--- src/hw/rtl/lcsr_pkg.sv ---
// Shared types, register codes and helpers for the load cell serial reader.
package lcsr_pkg;

   // Register indexes on the configuration port
   localparam logic [1:0] REG_GAIN  = 2'd0;
   localparam logic [1:0] REG_HALF  = 2'd1;
   localparam logic [1:0] REG_AVG   = 2'd2;
   localparam logic [1:0] REG_SCALE = 2'd3;

   // Gain selector codes
   localparam logic [1:0] GAIN_A128 = 2'd0;
   localparam logic [1:0] GAIN_A64  = 2'd1;
   localparam logic [1:0] GAIN_B32  = 2'd2;

   // Reset values of the registers
   localparam logic [1:0]  RST_GAIN  = GAIN_A64;
   localparam logic [9:0]  RST_HALF  = 10'd8;
   localparam logic [7:0]  RST_AVG   = 8'd1;
   localparam logic [31:0] RST_SCALE = 32'd65536;

   // Result field widths and stream packing
   localparam int OUT_AVG_W  = 24;
   localparam int OUT_NET_W  = 25;
   localparam int OUT_WGT_W  = 41;
   localparam int RSP_DATA_W = 96;
   localparam int RSP_PAD_W  = RSP_DATA_W - 1 - OUT_AVG_W - OUT_NET_W - OUT_WGT_W;

   // Saturation limits of the weight field
   localparam logic signed [OUT_WGT_W-1:0] WGT_MAX = {1'b0, {(OUT_WGT_W-1){1'b1}}};
   localparam logic signed [OUT_WGT_W-1:0] WGT_MIN = {1'b1, {(OUT_WGT_W-1){1'b0}}};

   // Control part of one queued job
   typedef struct packed {
      logic sck;       // serial clock level after this tick
      logic avg_done;  // this tick completes an average
      logic tare;      // store this average as the tare offset
   } lcsr_job_ctl_type;

   // Extra pulses after the data bits for each gain selector
   function automatic logic [1:0] extra_pulses(input logic [1:0] gain);
      logic [1:0] n;
      case (gain)
         GAIN_A64: n = 2'd3;
         GAIN_B32: n = 2'd2;
         default:  n = 2'd1;
      endcase
      return n;
   endfunction

endpackage

--- src/hw/rtl/lcsr_queue.sv ---
// Two-entry job queue between the serial front end and the arithmetic back end.
module lcsr_queue #(
   parameter int WIDTH = 35
) (
   input  logic             clock,
   input  logic             reset,
   input  logic             push,
   input  logic [WIDTH-1:0] push_data,
   output logic             in_ready,
   input  logic             pop,
   output logic             out_valid,
   output logic [WIDTH-1:0] out_data
);

   logic [WIDTH-1:0] mem_ff [2];
   logic             wr_ptr_ff, wr_ptr_in;
   logic             rd_ptr_ff, rd_ptr_in;
   logic [1:0]       count_ff, count_in;
   logic             do_push, do_pop;

   assign in_ready  = (count_ff != 2'd2);
   assign out_valid = (count_ff != 2'd0);
   assign out_data  = mem_ff[rd_ptr_ff];
   assign do_push   = push && in_ready;
   assign do_pop    = pop && out_valid;

   // Advance pointers and fill count
   always_comb begin
      wr_ptr_in = wr_ptr_ff ^ do_push;
      rd_ptr_in = rd_ptr_ff ^ do_pop;
      count_in  = count_ff;
      if (do_push && !do_pop) begin
         count_in = count_ff + 2'd1;
      end else if (!do_push && do_pop) begin
         count_in = count_ff - 2'd1;
      end
   end

   always_ff @(posedge clock) begin
      if (reset) begin
         wr_ptr_ff <= 1'b0;
         rd_ptr_ff <= 1'b0;
         count_ff  <= 2'd0;
      end else begin
         wr_ptr_ff <= wr_ptr_in;
         rd_ptr_ff <= rd_ptr_in;
         count_ff  <= count_in;
      end
   end

   // Store pushed entries
   always_ff @(posedge clock) begin
      if (do_push) begin
         mem_ff[wr_ptr_ff] <= push_data;
      end
   end

endmodule

--- src/hw/rtl/lcsr_front.sv ---
// Serial clock sequencer: waits for data low, shifts in bits, sums conversions.
module lcsr_front #(
   parameter int DATA_BITS = 24,
   parameter int SUM_W     = 32,
   parameter int PULSE_W   = 5
) (
   input  logic                     clock,
   input  logic                     reset,
   input  logic                     tick,        // item accepted this cycle
   input  logic                     kind,
   input  logic                     dout_level,
   input  logic [1:0]               gain_mode,
   input  logic [9:0]               half_period_ticks,
   input  logic [7:0]               average_count,
   output lcsr_pkg::lcsr_job_ctl_type job_ctl,
   output logic [SUM_W-1:0]         job_sum
);

   localparam logic [1:0] PH_WAIT = 2'd0;
   localparam logic [1:0] PH_HIGH = 2'd1;
   localparam logic [1:0] PH_LOW  = 2'd2;

   logic [1:0]           phase_ff, phase_in;
   logic [9:0]           tick_ff, tick_in;
   logic [PULSE_W-1:0]   pulse_ff, pulse_in;
   logic [DATA_BITS-1:0] shift_ff, shift_in;
   logic [SUM_W-1:0]     sum_ff, sum_in;
   logic [7:0]           rd_ff, rd_in;
   logic                 tare_ff, tare_in;

   logic [9:0]           hp_eff;
   logic [7:0]           cnt_eff;
   logic [10:0]          tick_inc;
   logic                 half_done;
   logic [PULSE_W-1:0]   pulse_total;
   logic [DATA_BITS-1:0] conv;
   logic [SUM_W-1:0]     sum_new;
   logic [8:0]           rd_inc;
   logic                 tare_eff;

   assign hp_eff      = (half_period_ticks == 10'd0) ? 10'd1 : half_period_ticks;
   assign cnt_eff     = (average_count == 8'd0) ? 8'd1 : average_count;
   assign tick_inc    = {1'b0, tick_ff} + 11'd1;
   assign half_done   = (tick_inc >= {1'b0, hp_eff});
   assign pulse_total = PULSE_W'(DATA_BITS) + PULSE_W'(lcsr_pkg::extra_pulses(gain_mode));
   assign conv        = shift_ff ^ {1'b1, {(DATA_BITS-1){1'b0}}};
   assign sum_new     = sum_ff + SUM_W'(conv);
   assign rd_inc      = {1'b0, rd_ff} + 9'd1;
   assign tare_eff    = tare_ff | kind;

   // Step the serial sequence for this tick
   always_comb begin
      phase_in         = phase_ff;
      tick_in          = tick_ff;
      pulse_in         = pulse_ff;
      shift_in         = shift_ff;
      sum_in           = sum_ff;
      rd_in            = rd_ff;
      tare_in          = tare_eff;
      job_ctl.avg_done = 1'b0;
      job_ctl.tare     = 1'b0;
      job_sum          = sum_new;
      case (phase_ff)
         PH_HIGH: begin
            tick_in = tick_inc[9:0];
            if (half_done) begin
               if (pulse_ff < PULSE_W'(DATA_BITS)) begin
                  shift_in = {shift_ff[DATA_BITS-2:0], dout_level};
               end
               pulse_in = pulse_ff + PULSE_W'(1);
               tick_in  = 10'd0;
               phase_in = PH_LOW;
            end
         end
         PH_LOW: begin
            tick_in = tick_inc[9:0];
            if (half_done) begin
               tick_in = 10'd0;
               if (pulse_ff >= pulse_total) begin
                  phase_in = PH_WAIT;
                  if (rd_inc >= {1'b0, cnt_eff}) begin
                     // Average complete: hand the sum to the back end
                     job_ctl.avg_done = 1'b1;
                     job_ctl.tare     = tare_eff;
                     tare_in          = 1'b0;
                     sum_in           = '0;
                     rd_in            = 8'd0;
                  end else begin
                     sum_in = sum_new;
                     rd_in  = rd_inc[7:0];
                  end
               end else begin
                  phase_in = PH_HIGH;
               end
            end
         end
         default: begin
            phase_in = PH_WAIT;
            if (!dout_level) begin
               phase_in = PH_HIGH;
               tick_in  = 10'd0;
               pulse_in = '0;
               shift_in = '0;
            end
         end
      endcase
      job_ctl.sck = (phase_in == PH_HIGH);
   end

   always_ff @(posedge clock) begin
      if (reset) begin
         phase_ff <= PH_WAIT;
         tick_ff  <= 10'd0;
         pulse_ff <= '0;
         shift_ff <= '0;
         sum_ff   <= '0;
         rd_ff    <= 8'd0;
         tare_ff  <= 1'b0;
      end else if (tick) begin
         phase_ff <= phase_in;
         tick_ff  <= tick_in;
         pulse_ff <= pulse_in;
         shift_ff <= shift_in;
         sum_ff   <= sum_in;
         rd_ff    <= rd_in;
         tare_ff  <= tare_in;
      end
   end

endmodule

--- src/hw/rtl/lcsr_back.sv ---
// Result engine: averages by serial division, applies tare, scales and saturates.
module lcsr_back #(
   parameter int DATA_BITS = 24,
   parameter int FRAC_BITS = 16,
   parameter int SUM_W     = 32
) (
   input  logic                               clock,
   input  logic                               reset,
   input  logic                               job_valid,
   input  lcsr_pkg::lcsr_job_ctl_type           job_ctl,
   input  logic [SUM_W-1:0]                   job_sum,
   output logic                               job_pop,
   input  logic [7:0]                         average_count,
   input  logic signed [31:0]                 scale_factor,
   output logic                               out_valid,
   input  logic                               out_ready,
   output logic                               out_sck,
   output logic                               out_result_valid,
   output logic [lcsr_pkg::OUT_AVG_W-1:0]     out_avg,
   output logic signed [lcsr_pkg::OUT_NET_W-1:0] out_net,
   output logic signed [lcsr_pkg::OUT_WGT_W-1:0] out_weight,
   output logic                               out_tare
);

   localparam int NET_W  = DATA_BITS + 1;
   localparam int PROD_W = NET_W + 32;
   localparam int EXT_W  = (PROD_W > lcsr_pkg::OUT_WGT_W) ? PROD_W : lcsr_pkg::OUT_WGT_W;
   localparam int CNT_W  = $clog2(SUM_W + 1);

   localparam logic [2:0] B_IDLE = 3'd0;
   localparam logic [2:0] B_DIV  = 3'd1;
   localparam logic [2:0] B_NET  = 3'd2;
   localparam logic [2:0] B_MUL  = 3'd3;
   localparam logic [2:0] B_SAT  = 3'd4;

   logic [2:0]               state_ff, state_in;
   logic [CNT_W-1:0]         div_cnt_ff, div_cnt_in;
   logic [SUM_W-1:0]         quo_ff, quo_in;
   logic [7:0]               rem_ff, rem_in;
   logic                     tare_ff, tare_in;
   logic [DATA_BITS-1:0]     zero_ff, zero_in;
   logic [DATA_BITS-1:0]     avg_ff, avg_in;
   logic signed [NET_W-1:0]  net_ff, net_in;
   logic signed [PROD_W-1:0] prod_ff, prod_in;

   logic                     out_valid_ff, out_valid_in;
   logic                     out_sck_ff, out_sck_in;
   logic                     out_rv_ff, out_rv_in;
   logic [lcsr_pkg::OUT_AVG_W-1:0]        out_avg_ff, out_avg_in;
   logic signed [lcsr_pkg::OUT_NET_W-1:0] out_net_ff, out_net_in;
   logic signed [lcsr_pkg::OUT_WGT_W-1:0] out_wgt_ff, out_wgt_in;
   logic                     out_tare_ff, out_tare_in;

   logic                     out_free;
   logic [7:0]               cnt_eff;
   logic [8:0]               trial;
   logic                     trial_ge;
   logic [DATA_BITS-1:0]     avg_q;
   logic [DATA_BITS-1:0]     offset;
   logic signed [PROD_W-1:0] shifted;
   logic signed [EXT_W-1:0]  wide;
   logic signed [lcsr_pkg::OUT_WGT_W-1:0] wgt_sat;

   assign out_free = !out_valid_ff || out_ready;
   assign cnt_eff  = (average_count == 8'd0) ? 8'd1 : average_count;
   assign trial    = {rem_ff, quo_ff[SUM_W-1]};
   assign trial_ge = (trial >= {1'b0, cnt_eff});
   assign avg_q    = quo_ff[DATA_BITS-1:0];
   assign offset   = tare_ff ? avg_q : zero_ff;
   assign shifted  = prod_ff >>> FRAC_BITS;
   assign wide     = EXT_W'(shifted);

   // Clamp the scaled value to the weight range
   always_comb begin
      if (wide > EXT_W'(lcsr_pkg::WGT_MAX)) begin
         wgt_sat = lcsr_pkg::WGT_MAX;
      end else if (wide < EXT_W'(lcsr_pkg::WGT_MIN)) begin
         wgt_sat = lcsr_pkg::WGT_MIN;
      end else begin
         wgt_sat = lcsr_pkg::OUT_WGT_W'(wide);
      end
   end

   // Sequence one job at a time
   always_comb begin
      state_in     = state_ff;
      div_cnt_in   = div_cnt_ff;
      quo_in       = quo_ff;
      rem_in       = rem_ff;
      tare_in      = tare_ff;
      zero_in      = zero_ff;
      avg_in       = avg_ff;
      net_in       = net_ff;
      prod_in      = prod_ff;
      job_pop      = 1'b0;
      out_valid_in = out_valid_ff && !out_ready;
      out_sck_in   = out_sck_ff;
      out_rv_in    = out_rv_ff;
      out_avg_in   = out_avg_ff;
      out_net_in   = out_net_ff;
      out_wgt_in   = out_wgt_ff;
      out_tare_in  = out_tare_ff;
      case (state_ff)
         B_IDLE: begin
            if (job_valid) begin
               if (!job_ctl.avg_done) begin
                  // Plain tick: pass the clock level straight out
                  if (out_free) begin
                     job_pop      = 1'b1;
                     out_valid_in = 1'b1;
                     out_sck_in   = job_ctl.sck;
                     out_rv_in    = 1'b0;
                     out_avg_in   = '0;
                     out_net_in   = '0;
                     out_wgt_in   = '0;
                     out_tare_in  = 1'b0;
                  end
               end else begin
                  job_pop    = 1'b1;
                  out_sck_in = out_sck_ff;
                  quo_in     = job_sum;
                  rem_in     = 8'd0;
                  div_cnt_in = CNT_W'(SUM_W);
                  tare_in    = job_ctl.tare;
                  state_in   = B_DIV;
               end
            end
         end
         B_DIV: begin
            // One quotient bit per cycle
            if (trial_ge) begin
               rem_in = 8'(trial - {1'b0, cnt_eff});
            end else begin
               rem_in = trial[7:0];
            end
            quo_in     = {quo_ff[SUM_W-2:0], trial_ge};
            div_cnt_in = div_cnt_ff - CNT_W'(1);
            if (div_cnt_ff == CNT_W'(1)) begin
               state_in = B_NET;
            end
         end
         B_NET: begin
            avg_in = avg_q;
            if (tare_ff) begin
               zero_in = avg_q;
            end
            net_in   = $signed({1'b0, avg_q}) - $signed({1'b0, offset});
            state_in = B_MUL;
         end
         B_MUL: begin
            prod_in  = net_ff * scale_factor;
            state_in = B_SAT;
         end
         B_SAT: begin
            if (out_free) begin
               out_valid_in = 1'b1;
               out_sck_in   = 1'b0;
               out_rv_in    = 1'b1;
               out_avg_in   = lcsr_pkg::OUT_AVG_W'(avg_ff);
               out_net_in   = lcsr_pkg::OUT_NET_W'(net_ff);
               out_wgt_in   = wgt_sat;
               out_tare_in  = tare_ff;
               state_in     = B_IDLE;
            end
         end
         default: begin
            state_in = B_IDLE;
         end
      endcase
   end

   always_ff @(posedge clock) begin
      if (reset) begin
         state_ff     <= B_IDLE;
         out_valid_ff <= 1'b0;
         zero_ff      <= '0;
      end else begin
         state_ff     <= state_in;
         out_valid_ff <= out_valid_in;
         zero_ff      <= zero_in;
      end
   end

   // Datapath and output holding registers
   always_ff @(posedge clock) begin
      div_cnt_ff  <= div_cnt_in;
      quo_ff      <= quo_in;
      rem_ff      <= rem_in;
      tare_ff     <= tare_in;
      avg_ff      <= avg_in;
      net_ff      <= net_in;
      prod_ff     <= prod_in;
      out_sck_ff  <= out_sck_in;
      out_rv_ff   <= out_rv_in;
      out_avg_ff  <= out_avg_in;
      out_net_ff  <= out_net_in;
      out_wgt_ff  <= out_wgt_in;
      out_tare_ff <= out_tare_in;
   end

   assign out_valid        = out_valid_ff;
   assign out_sck          = out_sck_ff;
   assign out_result_valid = out_rv_ff;
   assign out_avg          = out_avg_ff;
   assign out_net          = out_net_ff;
   assign out_weight       = out_wgt_ff;
   assign out_tare         = out_tare_ff;

endmodule

--- src/hw/rtl/load_cell_adc_serial_reader.sv ---
// Top level of the load cell serial reader: register file, front end, queue, back end.
//
//  channel   dir  handshake           payload
//  req_*     in   tvalid/tready       tuser: kind; tdata: dout_level
//  rsp_*     out  tvalid/tready       tuser: result_valid; tdata: sck, avg, net, weight
//  csr_*     in   psel/penable/pready gain, half period, average count, scale
//
// Plain ticks are taken one per cycle while rsp_tready stays high and no average is in the back end.
// A tick that completes an average leaves the queue, then passes through the restoring
// divider and then the tare, multiply and clamp states of the back end.
// The front end keeps taking ticks during that time until the two-entry queue fills.
// Reset is synchronous; it clears the sequencer, sums and tare offset and loads the register reset values.
// The two-entry queue lets ticks enter while a result waits on rsp_tready.
module load_cell_adc_serial_reader #(
   parameter int DATA_BITS = 24,
   parameter int FRAC_BITS = 16
) (
   input  logic        clock,
   input  logic        reset,
   input  logic        req_tvalid,
   output logic        req_tready,
   input  logic [7:0]  req_tdata,   // [0] dout_level, [7:1] zero
   input  logic        req_tuser,   // [0] kind
   output logic        rsp_tvalid,
   input  logic        rsp_tready,
   output logic [lcsr_pkg::RSP_DATA_W-1:0] rsp_tdata, // [0] sck_level, [24:1] average_raw,
                                    // [49:25] net_value, [90:50] weight, [95:91] zero
   output logic        rsp_tuser,   // [0] result_valid
   input  logic        csr_psel,
   input  logic        csr_penable,
   input  logic        csr_pwrite,
   input  logic [3:0]  csr_paddr,
   input  logic [31:0] csr_pwdata,
   output logic [31:0] csr_prdata,
   output logic        csr_pready
);

   localparam int SUM_W   = DATA_BITS + 8;
   localparam int PULSE_W = $clog2(DATA_BITS + 4);
   localparam int JOB_W   = $bits(lcsr_pkg::lcsr_job_ctl_type) + SUM_W;

   logic [1:0]         gain_ff;
   logic [9:0]         half_ff;
   logic [7:0]         avg_cnt_ff;
   logic signed [31:0] scale_ff;
   logic               csr_wr;

   lcsr_pkg::lcsr_job_ctl_type fr_ctl, bk_ctl;
   logic [SUM_W-1:0]   fr_sum, bk_sum;
   logic [JOB_W-1:0]   q_out;
   logic               q_ready, q_valid, q_pop, tick;

   logic               out_sck, out_rv, tare_applied;
   logic [lcsr_pkg::OUT_AVG_W-1:0]        out_avg;
   logic signed [lcsr_pkg::OUT_NET_W-1:0] out_net;
   logic signed [lcsr_pkg::OUT_WGT_W-1:0] out_wgt;

   // Register writes
   assign csr_pready = 1'b1;
   assign csr_wr     = csr_psel && csr_penable && csr_pwrite && csr_pready;

   always_ff @(posedge clock) begin
      if (reset) begin
         gain_ff    <= lcsr_pkg::RST_GAIN;
         half_ff    <= lcsr_pkg::RST_HALF;
         avg_cnt_ff <= lcsr_pkg::RST_AVG;
         scale_ff   <= lcsr_pkg::RST_SCALE;
      end else if (csr_wr) begin
         case (csr_paddr[3:2])
            lcsr_pkg::REG_GAIN:  gain_ff    <= csr_pwdata[1:0];
            lcsr_pkg::REG_HALF:  half_ff    <= csr_pwdata[9:0];
            lcsr_pkg::REG_AVG:   avg_cnt_ff <= csr_pwdata[7:0];
            lcsr_pkg::REG_SCALE: scale_ff   <= csr_pwdata;
            default: ;
         endcase
      end
   end

   // Register reads
   always_comb begin
      case (csr_paddr[3:2])
         lcsr_pkg::REG_GAIN:  csr_prdata = {30'd0, gain_ff};
         lcsr_pkg::REG_HALF:  csr_prdata = {22'd0, half_ff};
         lcsr_pkg::REG_AVG:   csr_prdata = {24'd0, avg_cnt_ff};
         lcsr_pkg::REG_SCALE: csr_prdata = scale_ff;
         default:             csr_prdata = 32'd0;
      endcase
   end

   assign req_tready = q_ready;
   assign tick       = req_tvalid && req_tready;

   lcsr_front #(
      .DATA_BITS (DATA_BITS),
      .SUM_W     (SUM_W),
      .PULSE_W   (PULSE_W)
   ) u_front (
      .clock             (clock),
      .reset             (reset),
      .tick              (tick),
      .kind              (req_tuser),
      .dout_level        (req_tdata[0]),
      .gain_mode         (gain_ff),
      .half_period_ticks (half_ff),
      .average_count     (avg_cnt_ff),
      .job_ctl           (fr_ctl),
      .job_sum           (fr_sum)
   );

   lcsr_queue #(
      .WIDTH (JOB_W)
   ) u_queue (
      .clock     (clock),
      .reset     (reset),
      .push      (tick),
      .push_data ({fr_sum, fr_ctl}),
      .in_ready  (q_ready),
      .pop       (q_pop),
      .out_valid (q_valid),
      .out_data  (q_out)
   );

   assign bk_ctl = q_out[$bits(lcsr_pkg::lcsr_job_ctl_type)-1:0];
   assign bk_sum = q_out[JOB_W-1:$bits(lcsr_pkg::lcsr_job_ctl_type)];

   lcsr_back #(
      .DATA_BITS (DATA_BITS),
      .FRAC_BITS (FRAC_BITS),
      .SUM_W     (SUM_W)
   ) u_back (
      .clock            (clock),
      .reset            (reset),
      .job_valid        (q_valid),
      .job_ctl          (bk_ctl),
      .job_sum          (bk_sum),
      .job_pop          (q_pop),
      .average_count    (avg_cnt_ff),
      .scale_factor     (scale_ff),
      .out_valid        (rsp_tvalid),
      .out_ready        (rsp_tready),
      .out_sck          (out_sck),
      .out_result_valid (out_rv),
      .out_avg          (out_avg),
      .out_net          (out_net),
      .out_weight       (out_wgt),
      .out_tare         (tare_applied)
   );

   assign rsp_tuser = out_rv;
   assign rsp_tdata = {{lcsr_pkg::RSP_PAD_W{1'b0}}, out_wgt, out_net, out_avg, out_sck};

   // A finished average always lands with the serial clock low
   a_avg_sck_low: assert property (@(posedge clock) disable iff (reset)
      rsp_tvalid && rsp_tuser |-> !rsp_tdata[0])
      else $error("average result with serial clock high");

   // Plain ticks carry zero result fields
   a_plain_zero: assert property (@(posedge clock) disable iff (reset)
      rsp_tvalid && !rsp_tuser |-> rsp_tdata[90:1] == 90'd0)
      else $error("plain tick with nonzero result fields");

   // The tared average reads zero net and zero weight
   a_tare_zero: assert property (@(posedge clock) disable iff (reset)
      rsp_tvalid && tare_applied |-> rsp_tuser && (out_net == '0) && (out_wgt == '0))
      else $error("tared result not zero");

endmodule
--- config.mk ---
export PLATFORM = sky130hd
export DESIGN_NAME = load_cell_adc_serial_reader
export DESIGN_NICKNAME = d
export VERILOG_FILES = /design/src/hw/rtl/lcsr_pkg.sv /design/src/hw/rtl/lcsr_queue.sv /design/src/hw/rtl/lcsr_front.sv /design/src/hw/rtl/lcsr_back.sv /design/src/hw/rtl/load_cell_adc_serial_reader.sv
export SDC_FILE = /design/constraint.sdc
export NUM_CORES = 2
export LEC_CHECK = 0
export ABC_AREA = 1
export BUFFER_PORTS_ARGS = -buffer_cell sky130_fd_sc_hd__buf_2
export CAP_MARGIN = 5
export CORE_MARGIN = 4
export CORE_UTILIZATION = 58
export DETAILED_ROUTE_END_ITERATION = 7
export PLACE_DENSITY = 0.78
export SKIP_LAST_GASP = 1
export SLEW_MARGIN = 5
export SYNTH_ARGS = -nofsm -noshare
export SYNTH_HDL_FRONTEND = slang
export SYNTH_SLANG_ARGS = --single-unit
export TNS_END_PERCENT = 1
--- constraint.sdc ---
create_clock -name clock -period 12.3 [get_ports clock]
set_input_delay 2.46 -clock clock [delete_from_list [all_inputs] [get_ports clock]]
set_output_delay 2.46 -clock clock [all_outputs]
set_load 0.03 [all_outputs]
==> qor.txt <==
Max Transition Viols Final = 0
Buffers on Ports = 168
Nets = 7,298
First-pass GRT wire length = 213,000 µm
Post-Syn Area per Cell = 8.317 µm²
Number of global-route vias before repair = 41,280
Least-Margin Pin Slew = 1.098 ns
CTS tree = built
Yosys reg bits = 465
1st-iter DRT viols = 3,406
Worst r2r path cells = 21
Post-synth EDFFs = 299
ANT cells = 0
Hold endpoint = u_back.zero_ff[0]
Final Wtd Congestion = 0.9751
Pin count of the biggest net entering global routing = 83
# H-tree levels = 2
Worst EP required = 12.64 ns
Area Growth Syn to Fin = 6.563%
Layout cells sized above 1 = 0.05672
DRC = 0
Max clock buf depth = 3
Initial antenna violation count = 0
Dpl hpwl = 102,100 µm
Row cnt = 108
Power per standard cell area = 146.5 mW/mm²
Reg-to-reg slack, setup = 4.60 ns
PnR worst setup slack = 4.600 ns
P_leak = 29.50 nW
Hold path cells = 2
Crit Path Max Fanout = 33
Pre-CTS setup slack = 4.795 ns
Total gr overflow = 0
Max transition margin = 0.2661
Final wirelength = 129,000 µm
CTS clk-pin slew, worst paths = 0.07 ns
Final hold vios = 0
CTS Sinks = 465
Clock Latency Late Sink = 0.62 ns
Fin Setup TNS = 0 ns
Hold slack = 0.4469 ns
Worst clock skew = 0.04687 ns
Number of max-cap violations = 0
CP Capture Type = flip-flop
CTS root buffer = clkbuf_16
Netlist Area Pre-Place = 0.05129 mm²
Syn Inst Count = 6,166
Fmax = 0.1299 GHz
Status = finished, final reports clean
Die width = 305.4 µm
Setup CP Type = flip-flop to flip-flop
Initial Util = 0.5875
Hold_sp = u_back.zero_ff[0]
Endpoints failing setup = 0
HP Class = flip-flop to flip-flop
CTS buffer count = 46
Core ar. = 0.08729 mm²
Routed wire length per instance = 17.48 µm
Worst r2r src = u_back.net_ff[1]
Ys async rst share = 0
Vias = 39,478
Commonest cells after routing, fill and taps aside = inv_1 (1,597), nand2_1 (1,411), fa_1 (821), nor2_1 (481), edfxtp_1 (299)
Post-CTS Hold Buffers = 0
CP Data Arrival Time = 8.04 ns
Final min period = 7.700 ns
Fin util = 0.6261
Drt first pass iters = 8
Total GRT Usage = 0.2823
Commonest non-fill, non-tap cell in the layout = inv_1
Reg2reg end = u_back.prod_ff[46]
Vias per cell = 5.350
Die Y = 305.4 µm
Post-synthesis cell type count = 53
Prevailing post-synth register cell = edfxtp_1
Warnings, synthesis = 0
DRT antenna net count = 0
PostCTS Resize Cnt = 0
Maximum vdd drop = 0.1359 mV
I/O pin cnt = 184
RSZ-0062 raised after global routing = false
Share of the yosys chip area belonging to registers = 0.2399
Final period util = 0.6260
DIE AREA = 0.09324 mm²
Crit path launch type = flip-flop
Postcts setup bufs = 0
-- critical path, stage by stage, from the launching register on --
cell and delay [ns]:
edfxtp_1 0.32, buf_4 0.40, nand2_1 0.18, inv_1 0.15
fa_1 0.54, fa_1 0.69, inv_1 0.21, fa_1 0.52
inv_1 0.48, fa_1 0.55, fa_1 0.56, fa_1 0.45
fa_1 0.46, ha_1 0.46, nand2_1 0.13, nor2_1 0.16
inv_1 0.09, nor2_1 0.30, nor4b_1 0.34, o21ai_0 0.21
nand4_1 0.11, nand2_1 0.07
-- cells by family after synthesis --
kind of cell | Yosys count | synth area share
buffers and inverters | 1880 | 0.1386
multiplexers | 22 | 0.004294
adder cells (fa/ha/maj) | 1060 | 0.3788
AND/OR/NAND/NOR | 2096 | 0.1614
XOR/XNOR | 103 | 0.01759
other | 2 | 0.0001464
flip-flops | 465 | 0.2399
AO/OA/AOI/OAI | 538 | 0.05924
-- stage by stage --
step           std cells  cell area [µm²]  power, W
2_1_floorplan       6170            51300  0.005230
3_3_place_gp        7293            53090  0.006467
3_5_place_dp        7293            53090  0.006518
4_1_cts             7379            54650  0.008015
5_1_grt             7379            54650  0.008558
6_report            7379            54650  0.008004
-- power by group --
group          leakage [nW]  internal [W]  switching (W)
clock                 0.750      0.000819       0.000625
sequential             4.13       0.00223       0.000177
combinational          24.6       0.00130        0.00285
-- flip-flops by register name, summed over array words and instances (netlist names), 24 cells and up --
name,flops
u_back.avg_ff,24
u_back.net_ff,25
u_front.shift_ff,24
u_back.out_weight,41
u_back.prod_ff,41
u_queue.mem_ff,70
u_back.out_net,25
scale_ff,32
u_front.sum_ff,32
u_back.zero_ff,24
u_back.quo_ff,32
u_back.out_avg,24
-- area by class of cell --
type / instances / area (µm²)
clock buffers: 58 / 1216
multi-input cells: 3825 / 31910
flip-flops and latches: 465 / 12300
clock inverters: 28 / 345.3
repair buffers: 242 / 1399
well taps: 1155 / 1445
inverters: 1606 / 6030
fillers: 7294 / 32640
-- worst max path at each step --
stage	from	endpoint	slack, ns	depth (start not counted)
6_report	u_back.net_ff[1]	u_back.prod_ff[46]	4.60	21
4_1_cts	u_back.net_ff[1]	u_back.prod_ff[46]	4.71	21
5_1_grt	u_back.net_ff[1]	u_back.prod_ff[46]	4.27	21
2_1_floorplan	rsp_tready	u_back.out_avg[0]	0.26	2
3_3_place_gp	u_back.net_ff[1]	u_back.prod_ff[54]	4.84	21
3_5_place_dp	u_back.net_ff[1]	u_back.prod_ff[46]	4.79	21
-- routing by layer --
metal  vias up  part of all wire  GRT usage
li1      18217                 -          -
met1     19371              0.41     0.3853
met2      1645              0.47     0.4635
met3       245             0.088    0.05462
met4         0             0.029    0.08460
met5         -                 0          0
-- cells in the mapped netlist (all sizes together), types with 3 or more instances --
master,n,area share
xor2,69,0.012
nor2,485,0.036
a21oi,251,0.025
o21bai,8,0.0012
nand4,34,0.0046
o31ai,4,0.00059
a21boi,7,0.0010
o21a,6,0.00088
o211ai,10,0.0015
nand3,97,0.0097
buf,20,0.0025
clkbuf,254,0.019
clkinv,5,0.00037
a21o,13,0.0019
nor3,29,0.0031
dfxtp,166,0.065
mux2i,22,0.0043
edfxtp,299,0.18
ha,239,0.058
o21ai,152,0.015
nand3b,9,0.0013
o221ai,7,0.0012
a31oi,44,0.0054
fa,821,0.32
or2,4,0.00049
o2111ai,3,0.00051
a211oi,28,0.0041
xnor2,34,0.0058
nand2,1421,0.10
nor4,12,0.0015
inv,1601,0.12
No activity file was read; power rests on OpenSTA's default activity.
